`config.mk`:
```
export PLATFORM = sky130hd
export DESIGN_NAME = trapezoid_velocity_profile
export DESIGN_NICKNAME = d
export VERILOG_FILES = /design/src/rtl/tvp_pkg.sv /design/src/rtl/tvp_ctrl.sv /design/src/rtl/tvp_datapath.sv /design/src/rtl/trapezoid_velocity_profile.sv
export VERILOG_INCLUDE_DIRS = /design/src /design/src/rtl
export SDC_FILE = /design/constraint.sdc
export NUM_CORES = 2
export LEC_CHECK = 0
export BUFFER_PORTS_ARGS = -buffer_cell sky130_fd_sc_hd__buf_2
export CORE_ASPECT_RATIO = 0.6
export CORE_MARGIN = 1.5
export CORE_UTILIZATION = 50
export CTS_CLUSTER_DIAMETER = 100
export DETAILED_ROUTE_END_ITERATION = 16
export GPL_TIMING_DRIVEN = 0
export PLACE_DENSITY = 0.66
export SLEW_MARGIN = 20
export SYNTH_ARGS = -nofsm -noshare
export SYNTH_HDL_FRONTEND = slang
export SYNTH_SLANG_ARGS = --single-unit
```
`constraint.sdc`:
```
create_clock -name clk -period 11.4 [get_ports clk]
set_input_delay 1.14 -clock clk [delete_from_list [all_inputs] [get_ports clk]]
set_output_delay 1.14 -clock clk [all_outputs]
set_load 0.005 [all_outputs]
```
`src/rtl/assert_macros.svh`:
```
// Assertion helpers shared by the RTL files
`ifndef ASSERT_MACROS_SVH
`define ASSERT_MACROS_SVH

// Same-cycle implication
`define ASSERT_IMPLIES(label, clk, rst_n, ante, cons) \
	label: assert property (@(posedge clk) disable iff (!rst_n) (ante) |-> (cons)) \
		else $error("assertion failed: same-cycle implication");

// Next-cycle implication
`define ASSERT_NEXT(label, clk, rst_n, ante, cons) \
	label: assert property (@(posedge clk) disable iff (!rst_n) (ante) |=> (cons)) \
		else $error("assertion failed: next-cycle implication");

`endif

```
`src/rtl/tvp_pkg.sv`:
```
// ----------------------------------------------------------------------------
// tvp_pkg
// Types and constants shared by the velocity profile controller and datapath.
// ----------------------------------------------------------------------------
`default_nettype none

package tvp_pkg;

	// register indexes on the configuration port
	localparam int CFG_IDX_W = 8;
	localparam logic [CFG_IDX_W-1:0] REG_TARGET = 8'd0;
	localparam logic [CFG_IDX_W-1:0] REG_MAX_VEL = 8'd1;
	localparam logic [CFG_IDX_W-1:0] REG_ACCEL = 8'd2;
	localparam logic [CFG_IDX_W-1:0] REG_TICK = 8'd3;

	// register reset values
	localparam logic [31:0] ACCEL_RESET = 32'd65536;
	localparam logic [15:0] TICK_RESET = 16'd655;

	// below this many counts to go the command is zero
	localparam int NEAR_GOAL_COUNTS = 10;

	// datapath operations, one per controller step
	typedef enum logic [2:0] {
		OP_NONE,
		OP_LOAD,
		OP_STEP,
		OP_VSQ,
		OP_DIST,
		OP_CMP,
		OP_CAND,
		OP_FINISH
	} dp_op_t;

	typedef struct packed {
		dp_op_t op;
	} dp_cmd_t;

	typedef struct packed {
		logic out_busy;
	} dp_status_t;

endpackage

`default_nettype wire

```
`src/rtl/tvp_ctrl.sv`:
```
// ----------------------------------------------------------------------------
// tvp_ctrl
// Sequencer: steps the shared multiplier and the update through one request.
// ----------------------------------------------------------------------------
`default_nettype none

`include "assert_macros.svh"

module tvp_ctrl (
	input  wire logic                clk,
	input  wire logic                arst_n,
	input  wire logic                in_valid,
	output logic                     in_stall,
	input  wire tvp_pkg::dp_status_t status,
	output tvp_pkg::dp_cmd_t         cmd
);
	import tvp_pkg::*;

	typedef enum logic [6:0] {
		S_IDLE = 7'b0000001,
		S_STEP = 7'b0000010,
		S_VSQ  = 7'b0000100,
		S_DIST = 7'b0001000,
		S_CMP  = 7'b0010000,
		S_CAND = 7'b0100000,
		S_DONE = 7'b1000000
	} state_t;

	state_t state_q, state_d;
	logic   accept;

	assign in_stall = (state_q != S_IDLE);
	assign accept = in_valid && !in_stall;

	always_comb begin
		state_d = state_q;
		cmd.op = OP_NONE;
		unique case (state_q)
			S_IDLE: begin
				if (accept) begin
					cmd.op = OP_LOAD;
					state_d = S_STEP;
				end
			end
			S_STEP: begin
				cmd.op = OP_STEP;
				state_d = S_VSQ;
			end
			S_VSQ: begin
				cmd.op = OP_VSQ;
				state_d = S_DIST;
			end
			S_DIST: begin
				cmd.op = OP_DIST;
				state_d = S_CMP;
			end
			S_CMP: begin
				cmd.op = OP_CMP;
				state_d = S_CAND;
			end
			S_CAND: begin
				cmd.op = OP_CAND;
				state_d = S_DONE;
			end
			S_DONE: begin
				// hold the result until the output register is free
				if (!status.out_busy) begin
					cmd.op = OP_FINISH;
					state_d = S_IDLE;
				end
			end
			default: begin
				state_d = S_IDLE;
			end
		endcase
	end

	always_ff @(posedge clk or negedge arst_n) begin
		if (!arst_n) begin
			state_q <= S_IDLE;
		end else begin
			state_q <= state_d;
		end
	end

	`ASSERT_NEXT(a_accept_starts, clk, arst_n, accept, state_q == S_STEP)
	`ASSERT_NEXT(a_done_returns, clk, arst_n, (state_q == S_DONE) && !status.out_busy, state_q == S_IDLE)

endmodule

`default_nettype wire

```
`src/rtl/tvp_datapath.sv`:
```
// ----------------------------------------------------------------------------
// tvp_datapath
// Shared 32x32 multiplier, braking test, speed update and output register.
// ----------------------------------------------------------------------------
`default_nettype none

`include "assert_macros.svh"

module tvp_datapath (
	input  wire logic                clk,
	input  wire logic                arst_n,
	input  wire tvp_pkg::dp_cmd_t    cmd,
	output tvp_pkg::dp_status_t      status,
	input  wire logic signed [31:0]  position,
	input  wire logic signed [31:0]  target_q,
	input  wire logic [31:0]         max_q,
	input  wire logic [31:0]         accel_q,
	input  wire logic [15:0]         tick_q,
	output logic                     out_valid,
	input  wire logic                out_stall,
	output logic [31:0]              velocity_ref
);
	import tvp_pkg::*;

	logic signed [32:0] rem_q;
	logic [63:0]        prod_q;
	logic [31:0]        step_q;
	logic [46:0]        rhs_q;
	logic               room_q;
	logic [32:0]        cand_q;
	logic [31:0]        speed_q;
	logic [31:0]        vel_q;
	logic               out_valid_q;

	logic [31:0] mul_a;
	logic [31:0] mul_b;
	logic        rem_pos;
	logic        near;
	logic [32:0] rise;
	logic [32:0] cand_d;
	logic [31:0] result;

	assign rem_pos = !rem_q[32] && (rem_q != '0);
	assign near = rem_q < $signed(33'(NEAR_GOAL_COUNTS));
	assign rise = {1'b0, speed_q} + {1'b0, step_q};

	// multiplier operand select
	always_comb begin
		mul_a = '0;
		mul_b = '0;
		unique case (cmd.op)
			OP_STEP: begin
				mul_a = accel_q;
				mul_b = {16'b0, tick_q};
			end
			OP_VSQ: begin
				mul_a = speed_q;
				mul_b = speed_q;
			end
			OP_DIST: begin
				// only meaningful when rem > 0, then it fits 32 bits
				mul_a = rem_q[31:0];
				mul_b = accel_q;
			end
			OP_NONE, OP_LOAD, OP_CMP, OP_CAND, OP_FINISH: begin
			end
			default: begin
			end
		endcase
	end

	always_comb begin
		if (room_q) begin
			cand_d = (speed_q < max_q) ? rise : {1'b0, speed_q};
		end else begin
			cand_d = (speed_q >= step_q) ? {1'b0, speed_q - step_q} : '0;
		end
	end

	always_comb begin
		if (near) begin
			result = '0;
		end else if (cand_q > {1'b0, max_q}) begin
			result = max_q;
		end else begin
			result = cand_q[31:0];
		end
	end

	// payload registers
	always_ff @(posedge clk) begin
		unique case (cmd.op)
			OP_LOAD: begin
				rem_q <= {target_q[31], target_q} - {position[31], position};
			end
			OP_STEP: begin
				prod_q <= mul_a * mul_b;
			end
			OP_VSQ: begin
				step_q <= prod_q[47:16];
				prod_q <= mul_a * mul_b;
			end
			OP_DIST: begin
				rhs_q <= prod_q[63:17];
				prod_q <= mul_a * mul_b;
			end
			OP_CMP: begin
				// rem*a > floor(v*v / 2^17) is the same test as rem > rhs / a
				room_q <= rem_pos && (prod_q > {17'b0, rhs_q});
			end
			OP_CAND: begin
				cand_q <= cand_d;
			end
			OP_FINISH: begin
				vel_q <= result;
			end
			OP_NONE: begin
			end
			default: begin
			end
		endcase
	end

	// speed state and output valid
	always_ff @(posedge clk or negedge arst_n) begin
		if (!arst_n) begin
			speed_q <= '0;
			out_valid_q <= 1'b0;
		end else begin
			if (cmd.op == OP_FINISH) begin
				speed_q <= result;
				out_valid_q <= 1'b1;
			end else if (out_valid_q && !out_stall) begin
				out_valid_q <= 1'b0;
			end
		end
	end

	assign status.out_busy = out_valid_q && out_stall;
	assign out_valid = out_valid_q;
	assign velocity_ref = vel_q;

	`ASSERT_IMPLIES(a_valid_after_finish, clk, arst_n, $rose(out_valid_q), $past(cmd.op == OP_FINISH))
	`ASSERT_IMPLIES(a_vel_under_max, clk, arst_n, out_valid_q, vel_q <= max_q)

endmodule

`default_nettype wire

```
`src/rtl/trapezoid_velocity_profile.sv`:
```
// Each accepted position request is processed in turn: load, three passes through
// the shared 32x32 multiplier, then compare, update and finish steps; a new
// request is taken only after the last one finishes (in_stall high until then).
// A result held by out_stall delays the next update until it is taken.
// Reset (arst_n low): speed 0, registers to defaults, no result pending.
// ----------------------------------------------------------------------------
// trapezoid_velocity_profile
// Trapezoidal velocity command from measured position, one per control tick.
// ----------------------------------------------------------------------------
`default_nettype none

module trapezoid_velocity_profile (
	input  wire logic                          clk,
	input  wire logic                          arst_n,
	input  wire logic                          cfg_we,
	input  wire logic [tvp_pkg::CFG_IDX_W-1:0] cfg_index,
	input  wire logic [31:0]                   cfg_data,
	input  wire logic                          in_valid,
	output logic                               in_stall,
	input  wire logic signed [31:0]            position,
	output logic                               out_valid,
	input  wire logic                          out_stall,
	output logic [31:0]                        velocity_ref
);
	import tvp_pkg::*;

	logic signed [31:0] target_q;
	logic [31:0]        max_q;
	logic [31:0]        accel_q;
	logic [15:0]        tick_q;

	dp_cmd_t    cmd;
	dp_status_t status;

	always_ff @(posedge clk or negedge arst_n) begin
		if (!arst_n) begin
			target_q <= '0;
			max_q <= '0;
			accel_q <= ACCEL_RESET;
			tick_q <= TICK_RESET;
		end else if (cfg_we) begin
			unique case (cfg_index)
				REG_TARGET:  target_q <= cfg_data;
				REG_MAX_VEL: max_q <= cfg_data;
				REG_ACCEL:   accel_q <= cfg_data;
				REG_TICK:    tick_q <= cfg_data[15:0];
				default: begin
				end
			endcase
		end
	end

	tvp_ctrl u_ctrl (
		.clk      (clk),
		.arst_n   (arst_n),
		.in_valid (in_valid),
		.in_stall (in_stall),
		.status   (status),
		.cmd      (cmd)
	);

	tvp_datapath u_datapath (
		.clk          (clk),
		.arst_n       (arst_n),
		.cmd          (cmd),
		.status       (status),
		.position     (position),
		.target_q     (target_q),
		.max_q        (max_q),
		.accel_q      (accel_q),
		.tick_q       (tick_q),
		.out_valid    (out_valid),
		.out_stall    (out_stall),
		.velocity_ref (velocity_ref)
	);

endmodule

`default_nettype wire
```
==> metrics.md <==
| Metric | Value |
|---|---|
| Clk slew on worst S/H paths | about 0.080 ns |
| Met1 GRT Util | between 60% and 70% |
| PortBufs | 110 |
| Yosys cell types | 92 |
| Horiz. Die Dim | 432 um |
| Detailed placement HPWL | between 200000 and 250000 um |
| Number of global-route vias before repair | about 44000 |
| EDFF count, synth | ~240 |
| Ys flop type | edfxtp_1 |
| Die Y | between 200 and 300 um |
| Final period utilization | 103% |
| Vias per cell | between 6 and 7 |
| Tightest Hold Check Type | reg2reg |
| Max VDD drop | around 0.10 mV |
| Grt met2 use | 50.2% |
| Clock Tree Buf Depth | 3 |
| GRT Overall Usage | between 40% and 50% |
| Worst setup EP type | flip-flop |
| Failing checks | negative setup slack |
| #FFs+latches synth | between 300 and 400 |
| Global-route wire length before repair | approximately 340000 um |
| Data required, critical path | between 10 and 15 ns |
| Final setup viols | 7 |
| Unrepaired setup endpoints after global routing | yes |
| CP max FO | 10 |
| Wirelength per Cell | roughly 32 um |
| H-Tree Depth | 2 |
| Routability cong. | between 1 and 1.5 |
| Initial antenna violation count | 21 |
| Post-Route Utilization | 54.2% |
| TritonCTS clock tree | built |
| Leak | roughly 0.028 uW |
| DRT Pass-1 Iters | 9 |
| Cell with the largest stage delay on the worst path | clkbuf_1 |
| Sequential share of the synthesized area | between 20% and 30% |
| Final Hold Violating Endpoints | 0 |
| Worst-Skew Late Latency | 0.58 ns |
| Mapped cell area | 55300 um^2 |
| Worst Skew | ~0.024 ns |
| Post-route ant nets | 0 |
| WL final | roughly 250000 um |
| WHS | 0.446 ns |
| CTS Buf Count | 34 |
| GR Util met3 | 25.6% |
| Clk sink count | ~400 |
| Max-slew headroom | 14.0% |
| Core Rows | 94 |
| Share of cells above drive strength 1 | ~8.8% |
| Area growth syn-to-layout | 7.40% |
| Via count | 46484 |
| Grt peak-use layer | met1 |
| Critical path startpoint category | flip-flop |
| Core Region | between 100000 and 150000 um^2 |
| Nets | 7509 |
| CP arrival | around 12 ns |
| Worst Setup Path Type | reg2reg |
| Synthesized Nets | ~7300 |
| Ranking of synthesized cells by area | fa_1 (33%), edfxtp_1 (13%), ha_1 (11%) |
| Outcome | complete, but fails checks |
| Initial drt markers | roughly 6700 |
| Setup TNS | -1.09 ns |
| Starting Density | 50.5% |
| Final min period | around 12 ns |
| CTS Root Cell | clkbuf_16 |
| Achievable frequency | between 80 and 90 MHz |
| Total global routing overflow | 0 |
| PnR worst setup slack | -0.398 ns |
| DR DRC count | 0 |
| Max-cap violation count | 0 |
| Pre-CTS setup slack | -0.454 ns |
| Largest net degree at the start of global routing | between 80 and 90 |
| Synth Area per Inst | around 9.4 um^2 |
| Top cell by count, worst path | fa_1 |
| Cell count after synthesis | 5897 |
| PwrDens | about 90 nW/um^2 |
| Worst path max stage delay | between 0.9 and 1 ns |
| Syn. warnings | 0 |
| Die Area | ~110000 um^2 |
| Final Max Tran Viols | 0 |
| Yosys top cell by area | fa_1 |
| I/O pins | roughly 110 |
| Top cell type's share of synthesized area | approximately a third |
| Worst-margin pin slew | approximately 1.3 ns |
| Post-synth ARST share | approximately two fifths |
[cell usage after synthesis (all sizes together), types with 24 or more instances]
master / n
o31ai: 47
ha: 469
o21ai: 134
mux2i: 36
xor2: 41
xnor2: 100
o21bai: 26
nand2b: 34
clkbuf: 198
nor4: 26
mux2: 110
nor2b: 31
and2: 51
inv: 1087
nor3: 24
dfrtp: 144
buf: 90
fa: 899
nand2: 678
nor2: 750
a21oi: 200
nand3: 35
nand4: 48
a21o: 95
edfxtp: 242
a22oi: 62
[flip-flops by register name, summed over array words and instances (netlist names)]
register and count:
accel_q 32, max_q 32, target_q 32, tick_q 16
u_ctrl.state_q 7, u_datapath.cand_q 33, u_datapath.out_valid 1, u_datapath.prod_q 64
u_datapath.rem_q 33, u_datapath.rhs_q 47, u_datapath.room_q 1, u_datapath.speed_q 32
u_datapath.step_q 32, u_datapath.velocity_ref 32
[critical path, delay by kind of cell, from the launching register on]
| kind | cells | cell delay, ns |
|---|---|---|
| xor gates and xnor gates | 1 | 0.20 |
| buffers and inverters | 8 | 1.88 |
| AOI/OAI and AO/OA | 8 | 2.94 |
| DFF | 1 | 0.46 |
| adders and majority gates | 9 | 4.22 |
| and+or+nand+nor | 4 | 1.81 |
[path summary, 6_finish.rpt]
kind                                       start                    end  slack, ns  cells after the start
max                            u_ctrl.state_q[2]  u_datapath.prod_q[40]      -0.40                     30
min                        u_datapath.prod_q[60]   u_datapath.rhs_q[43]       0.45                      0
max reg2reg                    u_ctrl.state_q[2]  u_datapath.prod_q[40]      -0.40                     30
min reg2reg                u_datapath.prod_q[60]   u_datapath.rhs_q[43]       0.45                      0
max in group asynchronous                 arst_n              tick_q[2]       9.93                      2
min in group asynchronous                 arst_n           target_q[25]       0.53                      1
[cell families (layout without fill, tap and decap cells)]
kind of cell               after synthesis  in the layout  share of synthesized area [%]
AOI/OAI and AO/OA                      730            730                           8.85
adders and majority gates             1368           1368                           43.1
other                                    0             12                              0
buffers and inverters                 1377           1570                           9.55
xor gates and xnor gates               141            141                           2.23
DFF                                    394            394                           20.0
and+or+nand+nor                       1741           1741                           13.3
muxes                                  146            146                           2.89
[power breakdown]
| group | internal [uW] | switching [uW] | total, uW | leakage, uW |
|---|---|---|---|---|
| Sequential | 1730 | 203 | 1940 | 0.00409 |
| Clock | 666 | 610 | 1280 | 0.000576 |
| Combinational | 516 | 1680 | 2200 | 0.0235 |
[repair_timing]
| action | in CTS | in global routing |
|---|---|---|
| resized for setup | 14 | 81 |
| setup endpoints to repair | 10 | 21 |
| cloned | 0 | 0 |
| hold buffers | 0 | 0 |
| pin swaps | 0 | 1 |
| setup buffers | 0 | 1 |
[cell usage in the layout (no fill, tap or decap), drive strengths merged, types with 13 or more instances in the layout]
cell type	Yosys	layout
fa	899	899
nand4	48	48
xor2	41	41
o21bai	26	26
clkbuf	198	238
xnor2	100	100
inv	1087	1091
clkinv	2	15
nand3	35	35
o21ai	134	134
and3	13	13
edfxtp	242	242
o31ai	47	47
and2	51	51
nor2	750	750
a21oi	200	200
nor2b	31	31
o22ai	22	22
dfrtp	144	144
nor4	26	26
mux2i	36	36
mux2	110	110
a211oi	13	13
a31oi	17	17
nand2b	34	34
a21o	95	95
nand2	678	678
buf	90	223
a22oi	62	62
ha	469	469
nor3	24	24
o211ai	16	16
[routing by layer]
| metal | part of all wire (%) | vias to the layer above |
|---|---|---|
| li1 | - | 18981 |
| met2 | 33 | 3434 |
| met5 | 0.27 | - |
| met3 | 19 | 464 |
| met4 | 3.4 | 24 |
| met1 | 44 | 23581 |
[through the flow]
stage	total power (uW)	cells	cell area (um^2)
floorplan	2880	5897	55300
global placement	3940	7495	57700
detailed placement	3980	7518	58100
CTS	5230	7579	59300
global route	5490	7579	59400
finish	5410	7590	59400
[cell type report]
type                       instances  area, um^2
inverter                        1089        4090
fill                           10257       50200
antenna                           12        30.0
tap                             1488        1860
sequential                       394       11100
buffer                           284        1280
clock buffer                      43         980
clock inverter                    19         168
multi-input combinational       4126       39100
timing repair buffer             135         835
Note: power is estimated with default switching activity, not from simulation.
